===== src/assert_macros.svh =====
// Assertion helpers. Each use needs clk and rst_n in scope.
`ifndef ASSERT_MACROS_SVH
`define ASSERT_MACROS_SVH

// Same-cycle implication.
`define ASSERT_IMPLIES(lbl, ante, cons) \
    lbl: assert property (@(posedge clk) disable iff (!rst_n) (ante) |-> (cons)) \
        else $error("assertion failed");

// Next-cycle implication.
`define ASSERT_NEXT(lbl, ante, cons) \
    lbl: assert property (@(posedge clk) disable iff (!rst_n) (ante) |=> (cons)) \
        else $error("assertion failed");

`endif


===== src/swtfs_pkg.sv =====
`default_nettype none

package swtfs_pkg;

    // default sizes
    localparam int VALUE_RANGE_DEF = 64;
    localparam int MAX_WINDOW_DEF  = 64;
    localparam int TOP_MAX_DEF     = 16;

    // port field widths
    localparam int SAMPLE_W   = 6;
    localparam int WLEN_W     = 7;
    localparam int TOPC_W     = 5;
    localparam int SUM_W      = 12;
    localparam int CFG_IDX_W  = 1;
    localparam int CFG_DATA_W = 7;

    localparam logic [SUM_W-1:0] SUM_MAX = '1;

    // register indexes
    localparam logic [CFG_IDX_W-1:0] CFG_WINDOW_LENGTH = 1'b0;
    localparam logic [CFG_IDX_W-1:0] CFG_TOP_COUNT     = 1'b1;

    typedef struct packed {
        logic clear;
        logic we;
    } hist_op_t;

    typedef struct packed {
        logic clear;
        logic insert;
        logic pop;
    } topk_op_t;

endpackage

`default_nettype wire


===== src/swtfs_hist.sv =====
`default_nettype none

// Histogram store: one write and one registered read per cycle,
// per-bin valid bits so a bin never written since clear reads zero.
module swtfs_hist
    import swtfs_pkg::*;
#(
    parameter int VALUE_RANGE = VALUE_RANGE_DEF,
    parameter int MAX_WINDOW  = MAX_WINDOW_DEF
)
(
    input  wire logic                                clk,
    input  wire logic                                rst_n,
    input  wire hist_op_t                            op,
    input  wire logic [$clog2(VALUE_RANGE)-1:0]      wr_addr,
    input  wire logic [$clog2(MAX_WINDOW+1)-1:0]     wr_data,
    input  wire logic [$clog2(VALUE_RANGE)-1:0]      rd_addr,
    output logic      [$clog2(MAX_WINDOW+1)-1:0]     rd_data
);

    localparam int CW = $clog2(MAX_WINDOW + 1);

    logic [CW-1:0]          mem [VALUE_RANGE];
    logic [CW-1:0]          data_reg;
    logic [VALUE_RANGE-1:0] vld_reg;
    logic                   vld_q_reg;

    always_ff @(posedge clk)
    begin
        if (op.we)
        begin
            mem[wr_addr] <= wr_data;
        end
        data_reg <= mem[rd_addr];
    end

    always_ff @(posedge clk or negedge rst_n)
    begin
        if (!rst_n)
        begin
            vld_reg   <= '0;
            vld_q_reg <= 1'b0;
        end
        else
        begin
            if (op.clear)
            begin
                vld_reg <= '0;
            end
            else if (op.we)
            begin
                vld_reg[wr_addr] <= 1'b1;
            end
            vld_q_reg <= vld_reg[rd_addr];
        end
    end

    assign rd_data = vld_q_reg ? data_reg : '0;

endmodule

`default_nettype wire


===== src/swtfs_topk.sv =====
`default_nettype none

// Sorted list of the best keys seen, key = {count, value}, highest first.
// Insert places one key per cycle; pop shifts the head out.
module swtfs_topk
    import swtfs_pkg::*;
#(
    parameter int VALUE_RANGE = VALUE_RANGE_DEF,
    parameter int MAX_WINDOW  = MAX_WINDOW_DEF,
    parameter int TOP_MAX     = TOP_MAX_DEF
)
(
    input  wire logic                               clk,
    input  wire logic                               rst_n,
    input  wire topk_op_t                           op,
    input  wire logic [$clog2(MAX_WINDOW+1)-1:0]    in_count,
    input  wire logic [$clog2(VALUE_RANGE)-1:0]     in_value,
    output logic                                    head_occ,
    output logic      [$clog2(MAX_WINDOW+1)-1:0]    head_count,
    output logic      [$clog2(VALUE_RANGE)-1:0]     head_value
);

    localparam int VW = $clog2(VALUE_RANGE);
    localparam int CW = $clog2(MAX_WINDOW + 1);
    localparam int KW = CW + VW;

    logic [KW-1:0]      key_reg  [TOP_MAX];
    logic [KW-1:0]      key_next [TOP_MAX];
    logic [TOP_MAX-1:0] occ_reg;
    logic [TOP_MAX-1:0] occ_next;
    logic [TOP_MAX-1:0] gt;
    logic [KW-1:0]      key_in;

    assign key_in = {in_count, in_value};

    always_comb
    begin
        for (int i = 0; i < TOP_MAX; i++)
        begin
            gt[i]       = !occ_reg[i] || (key_in > key_reg[i]);
            key_next[i] = key_reg[i];
            occ_next[i] = occ_reg[i];
        end
        if (op.clear)
        begin
            occ_next = '0;
        end
        else if (op.insert)
        begin
            // list is sorted, so gt is zeros then ones
            if (gt[0])
            begin
                key_next[0] = key_in;
                occ_next[0] = 1'b1;
            end
            for (int i = 1; i < TOP_MAX; i++)
            begin
                if (gt[i] && !gt[i-1])
                begin
                    key_next[i] = key_in;
                    occ_next[i] = 1'b1;
                end
                else if (gt[i])
                begin
                    key_next[i] = key_reg[i-1];
                    occ_next[i] = occ_reg[i-1];
                end
            end
        end
        else if (op.pop)
        begin
            for (int i = 0; i < TOP_MAX - 1; i++)
            begin
                key_next[i] = key_reg[i+1];
                occ_next[i] = occ_reg[i+1];
            end
            occ_next[TOP_MAX-1] = 1'b0;
        end
    end

    always_ff @(posedge clk)
    begin
        for (int i = 0; i < TOP_MAX; i++)
        begin
            key_reg[i] <= key_next[i];
        end
    end

    always_ff @(posedge clk or negedge rst_n)
    begin
        if (!rst_n)
        begin
            occ_reg <= '0;
        end
        else
        begin
            occ_reg <= occ_next;
        end
    end

    assign head_occ   = occ_reg[0];
    assign head_count = key_reg[0][KW-1:VW];
    assign head_value = key_reg[0][VW-1:0];

endmodule

`default_nettype wire


===== src/sliding_window_top_x_frequency_sum.sv =====
`default_nettype none

// Channel | Direction | Handshake           | Payload
// --------+-----------+---------------------+------------------------------
// in      | in        | in_valid / in_ready | sample_value, sequence_start
// out     | out       | out_valid/out_ready | window_sum
// cfg     | in        | cfg_valid/cfg_ready | cfg_index, cfg_data
//
// An item passes through the delay line and histogram update in states
// RDOLD, DEC, RDNEW and INC (one histogram port: read old, write decrement,
// read new, write increment). Once the window is full it then scans all
// bins into the top-k insertion list, drains the picks through the shared
// multiply-accumulate (picks = selected entries, at most top_count) and
// loads the output register.
// The next item is taken in the idle state after that.
// in_ready is high only in idle; a finished item may wait in the output
// register while the next item is taken. No clearing pass after reset.
// cfg_ready is always high; writes are expected only while idle.

`include "assert_macros.svh"

module sliding_window_top_x_frequency_sum
    import swtfs_pkg::*;
#(
    parameter int VALUE_RANGE = VALUE_RANGE_DEF,
    parameter int MAX_WINDOW  = MAX_WINDOW_DEF,
    parameter int TOP_MAX     = TOP_MAX_DEF
)
(
    input  wire logic                  clk,
    input  wire logic                  rst_n,
    input  wire logic                  in_valid,
    output logic                       in_ready,
    input  wire logic [SAMPLE_W-1:0]   sample_value,
    input  wire logic                  sequence_start,
    output logic                       out_valid,
    input  wire logic                  out_ready,
    output logic      [SUM_W-1:0]      window_sum,
    input  wire logic                  cfg_valid,
    output logic                       cfg_ready,
    input  wire logic [CFG_IDX_W-1:0]  cfg_index,
    input  wire logic [CFG_DATA_W-1:0] cfg_data
);

    localparam int VW   = $clog2(VALUE_RANGE);
    localparam int CW   = $clog2(MAX_WINDOW + 1);      // counts, fill, length
    localparam int PW   = (MAX_WINDOW > 1) ? $clog2(MAX_WINDOW) : 1;
    localparam int KW   = $clog2(TOP_MAX + 1);
    localparam int SCW  = $clog2(VALUE_RANGE + 1);
    localparam int PRW  = CW + VW;
    localparam int AW   = ((PRW > SUM_W) ? PRW : SUM_W) + 1;

    localparam logic [2:0] S_IDLE  = 3'd0;
    localparam logic [2:0] S_RDOLD = 3'd1;
    localparam logic [2:0] S_DEC   = 3'd2;
    localparam logic [2:0] S_RDNEW = 3'd3;
    localparam logic [2:0] S_INC   = 3'd4;
    localparam logic [2:0] S_SCAN  = 3'd5;
    localparam logic [2:0] S_SUM   = 3'd6;
    localparam logic [2:0] S_DONE  = 3'd7;

    logic [2:0]        state_reg, state_next;

    logic [WLEN_W-1:0] wlen_reg;
    logic [TOPC_W-1:0] topc_reg;
    logic [CW-1:0]     len_eff;
    logic [KW-1:0]     picks_eff;

    logic [CW-1:0]     fill_reg;
    logic [PW-1:0]     wp_reg;
    logic [PW-1:0]     wp_eff;
    logic [31:0]       wp_inc;
    logic [VW-1:0]     v_in;
    logic [VW-1:0]     v_reg;
    logic              evict_reg;
    logic              in_acc;
    logic              cfg_acc;
    logic              seq_clear;
    logic              has_result;

    // delay line
    logic [VW-1:0]     win_mem [MAX_WINDOW];
    logic [VW-1:0]     win_q;

    // histogram
    hist_op_t          hist_op;
    logic [VW-1:0]     hist_wr_addr;
    logic [CW-1:0]     hist_wr_data;
    logic [VW-1:0]     hist_rd_addr;
    logic [CW-1:0]     hist_rd_data;

    // scan
    logic [SCW-1:0]    scan_cnt_reg;
    logic              scan_vld_reg;
    logic [VW-1:0]     scan_val_reg;
    logic              scan_last;

    // top-k and accumulate
    topk_op_t          topk_op;
    logic              head_occ;
    logic [CW-1:0]     head_count;
    logic [VW-1:0]     head_value;
    logic [KW-1:0]     picks_reg;
    logic              issue;
    logic [PRW-1:0]    prod_reg;
    logic              prod_vld_reg;
    logic [SUM_W-1:0]  acc_reg;
    logic [AW-1:0]     acc_sum;

    logic              out_valid_reg;
    logic [SUM_W-1:0]  sum_out_reg;
    logic              out_load;

    assign in_ready  = (state_reg == S_IDLE);
    assign cfg_ready = 1'b1;
    assign in_acc    = in_valid && in_ready;
    assign cfg_acc   = cfg_valid && cfg_ready;
    assign out_valid  = out_valid_reg;
    assign window_sum = sum_out_reg;

    // effective register values: zero length means one, both clamp high
    always_comb
    begin
        if (wlen_reg == '0)
        begin
            len_eff = CW'(1);
        end
        else if (32'(wlen_reg) > MAX_WINDOW)
        begin
            len_eff = CW'(MAX_WINDOW);
        end
        else
        begin
            len_eff = CW'(wlen_reg);
        end

        if (32'(topc_reg) > TOP_MAX)
        begin
            picks_eff = KW'(TOP_MAX);
        end
        else
        begin
            picks_eff = KW'(topc_reg);
        end

        if (32'(sample_value) >= VALUE_RANGE)
        begin
            v_in = VW'(VALUE_RANGE - 1);
        end
        else
        begin
            v_in = VW'(sample_value);
        end
    end

    assign wp_eff = (sequence_start || (32'(wp_reg) >= 32'(len_eff))) ? '0 : wp_reg;
    assign wp_inc = 32'(wp_reg) + 32'd1;
    assign has_result = evict_reg || ((32'(fill_reg) + 32'd1) >= 32'(len_eff));
    assign seq_clear  = (in_acc && sequence_start)
                     || (cfg_acc && (cfg_index == CFG_WINDOW_LENGTH));

    // delay line: read the slot about to be overwritten, write in DEC
    always_ff @(posedge clk)
    begin
        if (state_reg == S_DEC)
        begin
            win_mem[wp_reg] <= v_reg;
        end
        if (in_acc)
        begin
            win_q <= win_mem[wp_eff];
        end
    end

    // histogram port steering
    always_comb
    begin
        hist_op.clear = seq_clear;
        hist_op.we    = 1'b0;
        hist_wr_addr  = v_reg;
        hist_wr_data  = hist_rd_data + CW'(1);
        hist_rd_addr  = v_reg;
        unique case (state_reg)
            S_RDOLD:
            begin
                hist_rd_addr = win_q;
            end
            S_DEC:
            begin
                // evicted value leaves the window
                hist_op.we   = evict_reg && (hist_rd_data != '0);
                hist_wr_addr = win_q;
                hist_wr_data = hist_rd_data - CW'(1);
            end
            S_INC:
            begin
                hist_op.we = 1'b1;
            end
            S_SCAN:
            begin
                hist_rd_addr = scan_cnt_reg[VW-1:0];
            end
            default:
            begin
            end
        endcase
    end

    swtfs_hist #(
        .VALUE_RANGE (VALUE_RANGE),
        .MAX_WINDOW  (MAX_WINDOW)
    ) u_hist (
        .clk     (clk),
        .rst_n   (rst_n),
        .op      (hist_op),
        .wr_addr (hist_wr_addr),
        .wr_data (hist_wr_data),
        .rd_addr (hist_rd_addr),
        .rd_data (hist_rd_data)
    );

    assign scan_last = (32'(scan_cnt_reg) == VALUE_RANGE);
    assign issue     = (state_reg == S_SUM) && (picks_reg != '0) && head_occ;

    assign topk_op.clear  = (state_reg == S_INC);
    assign topk_op.insert = (state_reg == S_SCAN) && scan_vld_reg && (hist_rd_data != '0);
    assign topk_op.pop    = issue;

    swtfs_topk #(
        .VALUE_RANGE (VALUE_RANGE),
        .MAX_WINDOW  (MAX_WINDOW),
        .TOP_MAX     (TOP_MAX)
    ) u_topk (
        .clk        (clk),
        .rst_n      (rst_n),
        .op         (topk_op),
        .in_count   (hist_rd_data),
        .in_value   (scan_val_reg),
        .head_occ   (head_occ),
        .head_count (head_count),
        .head_value (head_value)
    );

    // saturating accumulate of the registered product
    assign acc_sum = AW'(acc_reg) + AW'(prod_reg);

    assign out_load = (state_reg == S_DONE) && (!out_valid_reg || out_ready);

    always_comb
    begin
        state_next = state_reg;
        unique case (state_reg)
            S_IDLE:
            begin
                if (in_acc)
                begin
                    state_next = S_RDOLD;
                end
            end
            S_RDOLD: state_next = S_DEC;
            S_DEC:   state_next = S_RDNEW;
            S_RDNEW: state_next = S_INC;
            S_INC:   state_next = has_result ? S_SCAN : S_IDLE;
            S_SCAN:
            begin
                if (scan_last)
                begin
                    state_next = S_SUM;
                end
            end
            S_SUM:
            begin
                if (!issue && !prod_vld_reg)
                begin
                    state_next = S_DONE;
                end
            end
            S_DONE:
            begin
                if (out_load)
                begin
                    state_next = S_IDLE;
                end
            end
            default: state_next = S_IDLE;
        endcase
    end

    // payload registers
    always_ff @(posedge clk)
    begin
        if (in_acc)
        begin
            v_reg <= v_in;
        end
        if (state_reg == S_SCAN)
        begin
            scan_val_reg <= scan_cnt_reg[VW-1:0];
        end
        if (issue)
        begin
            prod_reg <= PRW'(head_count) * PRW'(head_value);
        end
        if (out_load)
        begin
            sum_out_reg <= acc_reg;
        end
    end

    always_ff @(posedge clk or negedge rst_n)
    begin
        if (!rst_n)
        begin
            state_reg     <= S_IDLE;
            wlen_reg      <= WLEN_W'(1);
            topc_reg      <= TOPC_W'(1);
            fill_reg      <= '0;
            wp_reg        <= '0;
            evict_reg     <= 1'b0;
            scan_cnt_reg  <= '0;
            scan_vld_reg  <= 1'b0;
            picks_reg     <= '0;
            prod_vld_reg  <= 1'b0;
            acc_reg       <= '0;
            out_valid_reg <= 1'b0;
        end
        else
        begin
            state_reg <= state_next;

            if (in_acc)
            begin
                wp_reg    <= wp_eff;
                fill_reg  <= sequence_start ? '0 : fill_reg;
                evict_reg <= !sequence_start && (fill_reg >= len_eff);
            end

            if (state_reg == S_INC)
            begin
                wp_reg <= (wp_inc >= 32'(len_eff)) ? '0 : PW'(wp_inc);
                if (!evict_reg)
                begin
                    fill_reg <= fill_reg + CW'(1);
                end
                scan_cnt_reg <= '0;
                scan_vld_reg <= 1'b0;
                acc_reg      <= '0;
                prod_vld_reg <= 1'b0;
                picks_reg    <= picks_eff;
            end

            if (state_reg == S_SCAN)
            begin
                scan_vld_reg <= !scan_last;
                if (!scan_last)
                begin
                    scan_cnt_reg <= scan_cnt_reg + SCW'(1);
                end
            end

            if (state_reg == S_SUM)
            begin
                prod_vld_reg <= issue;
                if (issue)
                begin
                    picks_reg <= picks_reg - KW'(1);
                end
                if (prod_vld_reg)
                begin
                    acc_reg <= (acc_sum > AW'(SUM_MAX)) ? SUM_MAX : acc_sum[SUM_W-1:0];
                end
            end

            if (out_load)
            begin
                out_valid_reg <= 1'b1;
            end
            else if (out_ready)
            begin
                out_valid_reg <= 1'b0;
            end

            // configuration; a new window length restarts the sequence
            if (cfg_acc)
            begin
                unique case (cfg_index)
                    CFG_WINDOW_LENGTH:
                    begin
                        wlen_reg <= cfg_data[WLEN_W-1:0];
                        fill_reg <= '0;
                        wp_reg   <= '0;
                    end
                    CFG_TOP_COUNT:
                    begin
                        topc_reg <= cfg_data[TOPC_W-1:0];
                    end
                    default:
                    begin
                    end
                endcase
            end
        end
    end

    // fill never passes the window between items
    `ASSERT_IMPLIES(a_fill_bound, state_reg == S_IDLE, fill_reg <= len_eff)
    // write pointer stays inside the window between items
    `ASSERT_IMPLIES(a_wp_bound, state_reg == S_IDLE, 32'(wp_reg) < 32'(len_eff))
    // multiply pipeline drains before the sum leaves
    `ASSERT_IMPLIES(a_prod_drain, prod_vld_reg, state_reg == S_SUM)
    // a scan always ends in the accumulate phase
    `ASSERT_NEXT(a_scan_to_sum, state_reg == S_SCAN && scan_last, state_reg == S_SUM)

endmodule

`default_nettype wire


===== config.mk =====
export PLATFORM = sky130hd
export DESIGN_NAME = sliding_window_top_x_frequency_sum
export DESIGN_NICKNAME = d
export VERILOG_FILES = /design/src/swtfs_pkg.sv /design/src/swtfs_hist.sv /design/src/swtfs_topk.sv /design/src/sliding_window_top_x_frequency_sum.sv
export VERILOG_INCLUDE_DIRS = /design/src /design/src/src
export SDC_FILE = /design/constraint.sdc
export NUM_CORES = 2
export LEC_CHECK = 0
export ABC_CLOCK_PERIOD_IN_PS = 5610
export CAP_MARGIN = 20
export CORE_UTILIZATION = 60
export CTS_BUF_LIST = sky130_fd_sc_hd__clkbuf_4 sky130_fd_sc_hd__clkbuf_8 sky130_fd_sc_hd__clkbuf_16
export DETAILED_ROUTE_END_ITERATION = 10
export DONT_BUFFER_PORTS = 1
export PLACE_DENSITY = 0.76
export SLEW_MARGIN = 20
export SYNTH_ARGS = -nofsm -noshare
export SYNTH_HDL_FRONTEND = slang
export SYNTH_SLANG_ARGS = --single-unit
export TNS_END_PERCENT = 30

===== constraint.sdc =====
create_clock -name clk -period 5.61 [get_ports clk]
set_input_delay 1.122 -clock clk [delete_from_list [all_inputs] [get_ports clk]]
set_output_delay 1.122 -clock clk [all_outputs]
set_load 0.02 [all_outputs]

==> metrics.md <==
| Metric | Value |
|---|---|
| Status | finished clean |
| Post-Synthesis Cells | 4,469 |
| Clk_skew | 35.1 ps |
| Seq/Total Area, Yosys | 61.0% |
| Via Count | 38,900 |
| Synth cell types | 87 |
| Most common cell in the synthesized netlist | edfxtp_1 |
| Hold WC Path Type | input pin to asynchronous set/reset pin |
| Top cells by area, synth | edfxtp_1, ha_1, dfrtp_1 |
| Leak | 0.0250 uW |
| Initial Utilization | 60.9% |
| Post-synthesis register bit count | 1,227 |
| Drc violations | 0 |
| Die Wd | 316 um |
| Root Buffer | clkbuf_16 |
| CTS max path bufs | 3 |
| Initial antenna violation count | 3 |
| Met2 wire len | 70,600 um |
| Core area | 97,100 sq um |
| Layout cells sized above 1 | 11.1% |
| Largest net degree at the start of global routing | 182 |
| Core Rows | 114 |
| Main synth FF type | edfxtp_1 |
| Setup Total Neg Slack | 0 ps |
| CP Capture Type | flop |
| Critical path class | flop to flop |
| Critical Path Start Type | flop |
| Routed vias/inst | 6.64 |
| Critical path peak fanout | 36 |
| Overall Power | 31,200 uW |
| Syn nets | 4,795 |
| Routed WL | 154,000 um |
| Critical Path RT | 6110 ps |
| Global-route wire length before repair | 232,000 um |
| Top cell type by total area after synthesis | edfxtp_1 |
| Worst VDD drop | 0.000603 V |
| Fmax | 218 MHz |
| Post-cts hold buffer count | 0 |
| Synthesized area | 59,200 sq um |
| Final Setup Violations | 0 |
| CTS sink count | 1,227 |
| Hold Violations, Final | 0 |
| GRT Total Usage | 31.1% |
| # port buffers | 0 |
| Full die area | 99,900 sq um |
| Clock slew at reported path FFs | 60 ps |
| WL/cell | 26.4 um |
| Hold WS | 67.4 ps |
| I/O pin cnt | 35 |
| Hpwl dp | 98,600 um |
| H-Tree Depth | 4 |
| Post-DRT Antenna Nets | 0 |
| EDFF count, synth | 1,083 |
| Relative slew slack | 28.4% |
| Max Cap Viol | 0 |
| Met3 wire length | 15,900 um |
| Power per Cell Area | 478 nW/um^2 |
| DRT iter0 DRCs | 4,821 |
| Syn-to-layout area delta | 10.3% |
| Share of the synthesized area in the top cell type | 55.0% |
| Final Cycle Share | 81.7% |
| Async SR Flop Fraction | 11.2% |
| Post-CTS resize count | 0 |
| Synth top cells by count | edfxtp_1, nand2_1, mux2i_1 |
| CTS Buf Count | 132 |
| Global placement routability congestion | 0.968 |
| Syn Area/Cell | 13.2 sq um |
| Nets | 4,791 |
| Highest metal used | met4 |
| Worst-Margin Slew | 1070 ps |
| Latest clock arrival within the worst-skew pair | 760 ps |
| CTS tree | built |
| Critical Path AT | 5090 ps |
| RSZ-0062 raised after global routing | no |
| Max FFs per register | 448 |
| GRT Residual Overflow | 0 |
| Synth warn | 0 |
| Die Span Y | 316 um |
| Drt pass-1 iters | 8 |
| Pins Over Slew Limit | 0 |
| Vias in the first global route | 37,700 |
| Met1 wire length | 61,400 um |
| Setup bufs post-CTS | 0 |
| Tmin final | 4580 ps |
[placed cells by master, fill, tap and decap left out, types with 18 or more instances in the layout]
cell type  synthesis  layout
nand2b_1          30      30
mux2i_1          304     304
ha_1             283     283
o21ai_0          284     281
a211o_1           18      18
a211oi_1          31      31
nor2b_1           37      34
mux4_2           128     128
fa_1              23      23
edfxtp_1        1083    1083
dfrtp_1          135     134
o311ai_0          26      26
nor3_1            53      52
nor2_1           267     267
nand4_1           31      31
inv_1            260     259
clkinv_1           2      19
clkinv_2           0      24
o221ai_1          57      57
nand3_1          135     134
xnor2_1           23      18
clkbuf_4           0      29
buf_4              3      86
nand2_1          429     428
a21o_1            50      50
a22oi_1           25      25
a221oi_1          35      34
a21oi_1          137     135
o21a_1            89      89
clkbuf_16          0     135
mux2_2            18      18
[path summary, 6_finish.rpt]
path,start,to,slack (ps),cells past startpoint
max,wlen_reg[1]$_DFFE_PN0P_,win_q[1]$_DFFE_PP_,1030,12
min,rst_n,u_topk.occ_reg[6]$_DFFE_PN0P_,70,0
max reg2reg,wlen_reg[1]$_DFFE_PN0P_,win_q[1]$_DFFE_PP_,1030,12
min reg2reg,wlen_reg[0]$_DFFE_PN1P_,wlen_reg[0]$_DFFE_PN1P_,470,2
max in group asynchronous,rst_n,u_hist.vld_reg[33]$_DFFE_PN0P_,5170,0
min in group clk,sample_value[0],v_reg[0]$_DFFE_PP_,460,0
[power breakdown]
part           switching [uW]  internal, uW  total (uW)
Sequential                533         11500       12100
Combinational            6510          3680       10200
Clock                    3720          5240        8960
[layer usage]
metal | vias up | track usage [%]
li1 | 17000 | -
met1 | 19200 | 43.6
met2 | 2336 | 47.4
met3 | 398 | 6.53
met4 | 0 | 13.3
met5 | - | 0
[metrics by stage]
step,setup slack [ps],cells,cell area (sq um),utilization [%]
2_1_floorplan,782,4469,59200,-
3_3_place_gp,1230,5607,60700,62.5
3_5_place_dp,1150,5607,60700,62.5
4_1_cts,1140,5848,65200,67.2
5_1_grt,869,5849,65200,67.2
6_report,1030,5852,65300,67.2
[layout make-up]
class	instances	area (sq um)
Antenna cell	4	10.0
Clock buffer	169	3660
Clock inverter	72	840
Fill cell	6648	31900
Inverter	263	988
Multi-Input combinational cell	2751	21300
Sequential cell	1227	36100
Tap cell	1276	1600
Timing Repair Buffer	90	726
[cells by family (layout without fill, tap and decap cells)]
family          after synthesis  after routing  share of synthesized area, %
mux                         450            450                          10.4
compound gates              883            883                          9.91
other cells                   1              5                       0.00634
xor+xnor                     33             33                         0.488
simple gates               1078           1078                          8.27
flops                      1227           1227                          61.0
fa+ha+maj                   306            306                          6.76
buf+inv                     491            594                          3.21
[critical path: stages, from the launching register on]
cell	delay, ps
dfrtp_1	390
nor3_1	200
a21oi_1	100
nor2_1	300
ha_1	300
nand2b_4	150
a211o_4	390
a211o_1	520
nor2_4	780
o2111ai_1	330
a2111oi_0	500
a2111oi_0	130
and4_1	220
No activity file was read; power rests on OpenSTA's default activity.
